`src/design/crf_pkg.sv`:
```
// Shared constants, codes and types of the compaction record filter.
`timescale 1ns / 1ps

package crf_pkg;

  // Default table depths.
  localparam int unsigned DROP_DEPTH_DEF = 256;
  localparam int unsigned TTL_DEPTH_DEF  = 256;

  // Field widths.
  localparam int unsigned CFG_IDX_W = 8;
  localparam int unsigned CFG_DAT_W = 64;
  localparam int unsigned FAM_W     = 32;
  localparam int unsigned IDX_W     = 32;
  localparam int unsigned KEY_W     = 64;
  localparam int unsigned TIME_W    = 64;
  localparam int unsigned CNT_W     = 64;

  // Operation codes of an input beat.
  localparam logic [1:0] OP_FILTER    = 2'd0;
  localparam logic [1:0] OP_LOAD_DROP = 2'd1;
  localparam logic [1:0] OP_LOAD_TTL  = 2'd2;
  localparam logic [1:0] OP_CLEAR     = 2'd3;

  // Decision codes of a result beat.
  localparam logic [1:0] DEC_KEEP    = 2'd0;
  localparam logic [1:0] DEC_DROPPED = 2'd1;
  localparam logic [1:0] DEC_EXPIRED = 2'd2;

  // Status codes of a result beat.
  localparam logic [1:0] ST_OK    = 2'd0;
  localparam logic [1:0] ST_SHORT = 2'd1;
  localparam logic [1:0] ST_FULL  = 2'd2;
  localparam logic [1:0] ST_ORDER = 2'd3;

  // Configuration register indexes.
  localparam logic [CFG_IDX_W-1:0] CFG_FAMILY   = 8'd0;
  localparam logic [CFG_IDX_W-1:0] CFG_SNAPSHOT = 8'd1;
  localparam logic [CFG_IDX_W-1:0] CFG_PAUSED   = 8'd2;
  localparam logic [CFG_IDX_W-1:0] CFG_WORKER   = 8'd3;

  // Answer of the search unit; valid while done is high.
  typedef struct packed {
    logic              done;
    logic              found;
    logic [KEY_W-1:0]  payload;
  } lookup_rsp_t;

  // Address width of a table of the given depth.
  function automatic int unsigned addr_w(int unsigned depth);
    return (depth > 1) ? $clog2(depth) : 1;
  endfunction

  // Width of a counter that can hold the depth itself.
  function automatic int unsigned count_w(int unsigned depth);
    return $clog2(depth + 1);
  endfunction

endpackage

```
`src/design/crf_lookup.sv`:
```
// Binary search sequencer around one shared 64-bit key comparator.
`timescale 1ns / 1ps

module crf_lookup #(
  parameter int unsigned MAX_DEPTH = crf_pkg::DROP_DEPTH_DEF
) (
  input  logic                                   clk_i,
  input  logic                                   rst_ni,
  input  logic                                   start_i,
  input  logic [crf_pkg::count_w(MAX_DEPTH)-1:0] count_i,
  input  logic [crf_pkg::KEY_W-1:0]              key_i,
  output logic                                   rd_en_o,
  output logic [crf_pkg::addr_w(MAX_DEPTH)-1:0]  rd_addr_o,
  input  logic [crf_pkg::KEY_W-1:0]              rd_key_i,
  input  logic [crf_pkg::KEY_W-1:0]              rd_pay_i,
  output crf_pkg::lookup_rsp_t                   rsp_o
);

  localparam int unsigned CW = crf_pkg::count_w(MAX_DEPTH);
  localparam int unsigned AW = crf_pkg::addr_w(MAX_DEPTH);

  typedef enum logic [3:0] {
    L_IDLE = 4'b0001,
    L_READ = 4'b0010,
    L_CMP  = 4'b0100,
    L_DONE = 4'b1000
  } lstate_e;

  lstate_e                   state_q, state_d;
  logic [CW-1:0]             lo_q, lo_d;
  logic [CW-1:0]             hi_q, hi_d;
  logic [CW-1:0]             n_q, n_d;
  logic [CW-1:0]             mid_q, mid_d;
  logic [CW-1:0]             mid;
  logic [crf_pkg::KEY_W-1:0] key_q, key_d;
  logic [crf_pkg::KEY_W-1:0] ge_key_q, ge_key_d;
  logic [crf_pkg::KEY_W-1:0] ge_pay_q, ge_pay_d;

  // Probe point halfway between the bounds.
  assign mid       = lo_q + ((hi_q - lo_q) >> 1);
  assign rd_addr_o = mid[AW-1:0];

  // One probe is a read state followed by a compare state. The last probe that
  // moved the upper bound holds the entry at the final position.
  always_comb begin
    state_d  = state_q;
    lo_d     = lo_q;
    hi_d     = hi_q;
    n_d      = n_q;
    mid_d    = mid_q;
    key_d    = key_q;
    ge_key_d = ge_key_q;
    ge_pay_d = ge_pay_q;
    rd_en_o  = 1'b0;
    case (state_q)
      L_IDLE: begin
        if (start_i) begin
          lo_d    = '0;
          hi_d    = count_i;
          n_d     = count_i;
          key_d   = key_i;
          state_d = (count_i != '0) ? L_READ : L_DONE;
        end
      end
      L_READ: begin
        rd_en_o = 1'b1;
        mid_d   = mid;
        state_d = L_CMP;
      end
      L_CMP: begin
        if (rd_key_i < key_q) begin
          lo_d = mid_q + CW'(1);
        end else begin
          hi_d     = mid_q;
          ge_key_d = rd_key_i;
          ge_pay_d = rd_pay_i;
        end
        state_d = (lo_d < hi_d) ? L_READ : L_DONE;
      end
      L_DONE: begin
        state_d = L_IDLE;
      end
      default: begin
        state_d = L_IDLE;
      end
    endcase
  end

  // Sequencer state.
  always_ff @(posedge clk_i or negedge rst_ni) begin
    if (!rst_ni) begin
      state_q <= L_IDLE;
    end else begin
      state_q <= state_d;
    end
  end

  // Search bounds and the captured entry.
  always_ff @(posedge clk_i) begin
    lo_q     <= lo_d;
    hi_q     <= hi_d;
    n_q      <= n_d;
    mid_q    <= mid_d;
    key_q    <= key_d;
    ge_key_q <= ge_key_d;
    ge_pay_q <= ge_pay_d;
  end

  // A hit needs a position inside the table whose key equals the target.
  assign rsp_o.done    = (state_q == L_DONE);
  assign rsp_o.found   = (hi_q != n_q) && (ge_key_q == key_q);
  assign rsp_o.payload = ge_pay_q;

endmodule

```
`config.mk`:
```
export PLATFORM = sky130hd
export DESIGN_NAME = crf_lookup
export DESIGN_NICKNAME = d
export VERILOG_FILES = /design/src/design/crf_pkg.sv /design/src/design/crf_lookup.sv
export SDC_FILE = /design/constraint.sdc
export NUM_CORES = 1
export LEC_CHECK = 0
export ABC_AREA = 1
export BUFFER_PORTS_ARGS = -buffer_cell sky130_fd_sc_hd__buf_2
export CORE_MARGIN = 2
export CORE_UTILIZATION = 30
export DETAILED_ROUTE_END_ITERATION = 6
export PLACE_DENSITY = 0.49
export SYNTH_ARGS = -nofsm -noshare
export SYNTH_HDL_FRONTEND = slang
export SYNTH_SLANG_ARGS = --single-unit
```
`constraint.sdc`:
```
create_clock -name clk_i -period 9 [get_ports clk_i]
set_clock_uncertainty 0.1 [all_clocks]
set_input_delay 0.45 -clock clk_i [delete_from_list [all_inputs] [get_ports clk_i]]
set_output_delay 0.45 -clock clk_i [all_outputs]
set_load 0.005 [all_outputs]
```
==> run metrics, run 1 <==
status=finished, final reports clean; Avg Cell Area, Syn=approximately 13 um^2; Setup WS pre-CTS=~4.7 ns; maximum clock rate=between 0.2 and 0.25 GHz; drt via density=4.42; GR Util met3=~3.3%; Core ar.=between 30000 and 40000 um^2; sequential area share after synthesis=63.6%; first-pass GRT wire length=about 48000 um; worst slew pin tran=approximately 1.0 ns; combinational share of power=between 30% and 40%; switching power share of the total=31.9%; die height=slightly below 200 um; total wire length=roughly 32000 um; DRT iter0 DRCs=around 350; main area contributors after synthesis=edfxtp_1 (63%), ha_1 (10%), inv_1 (4.1%); DRC viols=0; DR WL/cell=17.6 um; worst r2r src=state_q[1]; Post-CTS Setup Inserts=0; CTS tree=yes; maximum vdd drop=~210 uV; worst hold path class=in -> reg; Netlist Area Pre-Place=between 10000 and 15000 um^2; Global Route met1 Usage=21.9%; #FFs+latches synth=232; Pint=~2.6 mW; gr usage total=16.9%; cell accounting for the most synthesized area=edfxtp_1; Worst Path Buf+Inv=5; setup TNS=0 ns; crit start category=primary input; number of global-route vias before repair=8295; Setup violations, final=0; RSZ-0062 raised after global routing=no; Static Leak=roughly 6.7 nW; GR Layer Usage met2=roughly 30%; Die Area=between 30000 and 40000 um^2; initial antenna violation count=4; Clock Sink Count=roughly 230; syn nets=roughly 1200; Worst-path clk slew=about 0.06 ns; MaxCap Viol Count=0; Ys Warns=0; synth unique cells=42; Tcrit/Tclk final=46.7%; min-delay src=rd_key_i[35]; PD cells=roughly 240 nW/um^2; total gr overflow=0; CP top delay family=buffers and inverters; slowest stage delay, CP=0.88 ns; Relative slew margins=just over 30%; DP HPWL=24000 um; PnR worst setup slack=about 4.8 ns; Initial Utilization=slightly above 30%; GPL Wtd Cong=0.799; Ports=around 280; final net count=1650; fin crit period=~4.2 ns; critical path cell sequence=dlygate4sd3_1 -> buf_2 -> ha_1 -> nand2_1 -> nor2_2 -> inv_2 -> nor2_2 -> nand2_2 -> nor4b_4 -> nand2_2 -> nand2_4 -> inv_2 -> nor2_4 -> buf_4; layout cell share with drive strength beyond 1=a little over a quarter; Slowest-stage cell, CP=buf_4; largest net degree at the start of global routing=81; final hold vios=0; vias=about 8100; post-synthesis cell count=867; number of H-tree levels=1; share of the synthesized area in the top cell type=a little over three fifths; post_cts resized=0; P_sw=~1.2 mW; Critical path origin=rd_key_i[55]; total power=about 3.8 mW; area delta synth->final=43.6%; TritonRoute pass-1 iters=5; crit path DAT=~4.3 ns; CP Capture Type=flip-flop; global route hottest layer=met2; Final ANT Viol Nets=0; WP data required=9.08 ns; CTS Buf Count=27; FP Rows=69; Final Max Slew Viols=0; Clock power frac=between 30% and 40%; Die Wd=slightly below 200 um; Skew-Pair Late Insertion Delay=0.56 ns; Max Buffers Root-to-Sink=3; CP max FO=80; Worst Path Class, Setup=in -> reg; Sequential Power Share=approximately 40%; Port Buffers=278; clk root buf=clkbuf_16
==> state kept, by name (all words and copies together) (netlist names) <==
name,cells
ge_key_q,64
ge_pay_q,64
hi_q,9
key_q,64
lo_q,9
mid_q,9
n_q,9
state_q,4
==> routing by layer <==
layer,vias up,wire length (um)
met5,-,22
met4,4,654
met3,41,1780
met2,267,15500
met1,3768,14400
li1,4047,-
==> worst paths after layout <==
path	endpoint	slack, ns	cells past startpoint
setup / recovery	ge_pay_q[26]	4.80	14
hold / removal	ge_key_q[35]	0.03	1
setup reg to reg	ge_pay_q[26]	4.87	6
hold reg to reg	state_q[2]	0.39	1
max in group asynchronous	state_q[0]	8.44	2
min in group asynchronous	state_q[1]	0.15	2
==> repair_timing <==
item	in CTS	in global routing
hold endpoints to repair	193	0
setup endpoints to repair	0	0
hold buffers	190	0
==> power groups by stage <==
stage / sequential, mW / clock (mW) / combinational, mW
after global routing: 1.50 / 1.23 / 1.30
final: 1.49 / 1.15 / 1.13
after detailed placement: 1.51 / 0 / 1.08
after floorplan: 1.49 / 0 / 0.823
after CTS: 1.49 / 1.19 / 1.16
after global placement: 1.51 / 0 / 1.08
==> synth_stat cells <==
master and n:
o21ai_0 27, a211oi_1 1, or2_2 15, a21oi_1 46, dfrtp_1 3, clkbuf_1 1, a31oi_1 2, a22o_1 6
mux2i_1 2, nand3_2 1, a21oi_2 2, o211ai_1 2, fa_1 2, xor2_1 21, nand2_4 1, a22oi_1 2
buf_6 2, buf_2 1, ha_1 87, o22ai_1 7, buf_4 8, o21ai_1 5, nor4_1 13, nor2_1 38
nor2_2 2, inv_2 2, nor4b_4 1, nand2_1 116, o21ai_2 6, inv_1 119, a21o_1 2, xnor2_1 40
nand4_1 22, nand3_1 17, nor3_1 8, a221oi_1 2, o21bai_1 1, dfstp_2 1, nand2_2 3, clkinv_1 1
a2111oi_0 1, edfxtp_1 228
==> cell type report <==
class | instances | area (um^2)
fillers | 3384 | 20100
well taps | 461 | 577
inverters | 122 | 458
clock inverters | 16 | 225
repair buffers | 473 | 3330
flip-flops and latches | 232 | 6950
clock buffers | 32 | 694
multi-input cells | 501 | 3450
diodes | 2 | 5.00
==> cell usage in the layout, fill, tap and decap left out, types with 3 or more instances in the layout <==
cell type,instances
clkinv_1,4
nand2_1,116
ha_1,87
a22o_1,6
buf_4,5
clkbuf_1,5
clkinv_2,4
nor2_1,36
edfxtp_1,228
inv_1,119
or2_2,15
nand2_2,3
xnor2_1,40
dlygate4sd3_1,190
bufinv_16,5
o21ai_0,26
o21ai_2,6
nand3_1,17
nor3_1,8
nor4_1,12
nand4_1,22
xor2_1,21
a21oi_1,46
o22ai_1,7
dfrtp_1,3
o21ai_1,6
buf_2,278
clkbuf_16,27
==> cells by family after synthesis <==
logic type,synth area share [%]
flip-flops,63.6
multiplexers,0.183
AND/OR/NAND/NOR,10.0
adder cells (fa/ha/maj),10.3
AO/OA/AOI/OAI,6.00
buffers and inverters,5.03
XOR/XNOR,4.89
==> through the flow <==
stage / area (um^2) / hold slack (ns) / utilization [%] / cells
after floorplan: 10900 / 0.0544 / - / 867
after global placement: 12900 / 0.163 / 36.0 / 1599
after detailed placement: 12900 / 0.163 / 36.0 / 1599
after CTS: 15700 / 0.00120 / 43.9 / 1837
after global routing: 15700 / 0.00174 / 43.9 / 1839
final: 15700 / 0.0322 / 43.9 / 1839
(Power assumes the default switching activity.)
==> inputs of run 2 (changes only) <==
Settings changed: ABC_AREA 1 to 0.
Clock period 9 ns to 4.2 ns, I/O delays scaled along.
==> run metrics, run 2 <==
syn nets=1086 (-6.4%); GPL Wtd Cong=0.800 (+0.10%); Die Wd=196 um (+0.59%); Final ANT Viol Nets=0 (unchanged); main area contributors after synthesis=edfxtp_1 (62%), ha_1 (9.8%), xnor2_1 (4.0%); largest net degree at the start of global routing=75 (-7.4%); maximum clock rate=about 0.25 GHz; Ys Warns=0 (unchanged); DRT iter0 DRCs=289 (-17%); final hold vios=0 (unchanged); Final Max Slew Viols=0 (unchanged); MaxCap Viol Count=0 (unchanged); Port Buffers=278 (unchanged); fillcell total=3415 (+0.92%); Setup violations, final=0 (unchanged); combinational share of power=32.1% (+2.1 points); DR WL/cell=18.0 um (+2.4%); die height=196 um (+0.59%); CTS Buf Count=27 (unchanged); top cells by count, synth=edfxtp_1 (228), ha_1 (87), inv_1 (78); Post-Synth Adder-Cell Area=10.2% (-0.12 points); worst hold path class=in -> reg; Worst Path Class, Setup=reg -> reg; Skew-Pair Late Insertion Delay=0.55 ns (about the same); DP HPWL=23900 um (-0.53%); Sequential Power Share=40.1% (+0.7 points); FP Rows=70 (+1.4%); total gr overflow=0 (unchanged); area delta synth->final=45.4%; cell accounting for the most synthesized area=edfxtp_1; Tcrit/Tclk final=a little over nine tenths; share of the synthesized area in the top cell type=61.9% (-0.74 points); biggest regs=ge_key_q x64, ge_pay_q x64, key_q x64; Max Buffers Root-to-Sink=3 (unchanged); CP Capture Type=flip-flop; crit start category=flip-flop; Pint=5.48 mW (+110%); Initial Utilization=30.4% (-0.22 points); fin crit period=approximately 4 ns; Die Area=38400 um^2 (+1.2%); PD cells=503 nW/um^2 (+110%); total power=8.10 mW (+110%); commonest non-fill, non-tap cell in the layout=buf_2; P_sw=2.61 mW (+120%); compound-cell area share of the yosys netlist=7.56% (+1.6 points); first-pass GRT wire length=48600 um (+0.37%); CTS tree=yes; switching power share of the total=32.3% (+0.41 points); DRC viols=0 (unchanged); most frequent cells in the layout=buf_2 (278), edfxtp_1 (228), dlygate4sd3_1 (204); WP data required=4.53 ns (-4.55 ns); Netlist Area Pre-Place=11100 um^2 (+1.2%); EDFF count, synth=228 (unchanged); post-synthesis cell count=793 (-8.5%); synth unique cells=54 (+29%); Relative slew margins=26.8% (-3.7 points); Placed Instances=1541 (-3.6%); layout cell share with drive strength beyond 1=27.6% (+1.5 points); Static Leak=6.57 nW (-1.6%); Synth Area in XOR/XNOR=7.37% (+2.5 points); status=finished, final reports clean; Clock power frac=27.8% (-2.8 points); drt via density=4.47 (+1.1%); worst slew pin tran=1.10 ns (+0.0548 ns); maximum vdd drop=296 uV (+40%); Core ar.=36400 um^2 (+1.9%); vias=8020 (-1.3%); initial antenna violation count=2 (-2); Non-Filler Instances=1795 (-2.4%); number of global-route vias before repair=8344 (+0.59%); number of H-tree levels=1 (unchanged); #FFs+latches synth=232 (unchanged); ys flop type=edfxtp_1; final net count=1601 (-3.0%); FFs w/ async S/R, synth=1.72% (unchanged); Avg Cell Area, Syn=13.9 um^2 (+11%); largest family of logic cells by synthesized area=adder cells; Worst-path clk slew=0.06 ns (about the same); sequential area share after synthesis=62.8% (-0.76 points); TritonRoute pass-1 iters=4 (-1); mux contribution to synthesized area=0.724% (+0.54 points); Clock Sink Count=232 (unchanged); crit path DAT=4.34 ns (+0.06 ns); Ports=279 (unchanged); top-count cell post-synth=edfxtp_1; CP max FO=6 (-93%); clk root buf=clkbuf_16; Post-Synth Simple-Gate Area=7.49% (-2.5 points); total wire length=32400 um (about the same); gr usage total=16.7% (-0.23 points)
-- run 2: cell types whose count changed after synthesis, moves of 14 or more --
cell     previous run  this run
or2_2              15         1
nor2_1             38        13
o21ai_0            27        12
inv_1             119        78
xor2_1             21        43
nand2_1           116        34
-- run 2: layout make-up --
class	instances	area (um^2)	share of cell area [%]
Inverter	78	293	1.82
Multi-Input combinational cell	464	3780	23.5
Tap cell	468	586	3.64
Timing Repair Buffer	505	3640	22.7
Sequential cell	232	6950	43.2
Antenna cell	2	5.00	0.0311
Clock inverter	17	150	0.933
Clock buffer	29	683	4.25
-- run 2: logic make-up (layout without fill, tap and decap cells) --
| logic type | after synthesis | in the layout |
|---|---|---|
| xor+xnor | 93 | 93 |
| mux | 8 | 8 |
| buf+inv | 97 | 629 |
| compound gates | 119 | 119 |
| simple gates | 155 | 155 |
| other cells | 0 | 2 |
| flops | 232 | 232 |
| fa+ha+maj | 89 | 89 |
-- run 2: worst paths after layout --
kind / end / slack (ns) / depth (start not counted) / startpoint
setup reg to reg: state_q[3] / 0.20 / 17 / key_q[42]
hold reg to reg: state_q[2] / 0.43 / 1 / state_q[2]
min in group asynchronous: state_q[0] / 0.57 / 3 / rst_ni
setup / recovery: state_q[3] / 0.20 / 17 / key_q[42]
hold / removal: state_q[3] / 0.18 / 5 / start_i
max in group asynchronous: state_q[3] / 2.82 / 4 / rst_ni
-- run 2: worst max-delay path, stage by stage (launching register included) --
cell	delay [ns]
edfxtp_1	0.41
inv_1	0.07
ha_1	0.23
nand4_1	0.25
nor3_1	0.09
a221o_1	0.35
o31a_1	0.29
a221o_2	0.41
nor3_1	0.32
a21oi_1	0.08
ha_1	0.32
a21o_1	0.16
a21o_1	0.16
a21oi_1	0.16
o21a_1	0.19
o22ai_1	0.09
a21oi_1	0.14
o31ai_1	0.08
-- run 2: per-stage QoR --
step / util, % / TNS [ns] / area, um^2 / hold slack (ns) / worst slack (ns)
final: 44.1 / 0 / 16100 / 0.184 / 0.197
after global routing: 44.1 / -0.00531 / 16100 / 0.210 / -0.00531
after CTS: 44.0 / 0 / 16000 / 0.132 / 0.0311
after detailed placement: 36.1 / 0 / 13200 / -0.0680 / 0.0353
after global placement: 36.1 / 0 / 13200 / -0.0669 / 0.0823
after floorplan: - / -30.43 / 11100 / -0.186 / -0.238
-- run 2: power by group through the flow --
stage                     combinational [mW]  sequential, mW  clock (mW)
after floorplan                         1.87            3.22           0
after global placement                  2.44            3.30           0
after detailed placement                2.46            3.30           0
after CTS                               2.63            3.26        2.33
after global routing                    2.95            3.29        2.42
final                                   2.60            3.25        2.25
-- run 2: per-layer routing --
metal / track usage, % / vias up / part of all wire (%)
li1: - / 3995 / -
met1: 21.8 / 3746 / 45
met2: 28.2 / 242 / 47
met3: 3.01 / 37 / 5.4
met4: 5.02 / 0 / 2.2
met5: 0 / - / 0
-- run 2: repair_timing --
item	CTS	global route
resized for setup	0	6
hold endpoints to repair	214	0
hold buffers	204	0
endpoints found under the setup margin	0	3
setup buffers	0	2
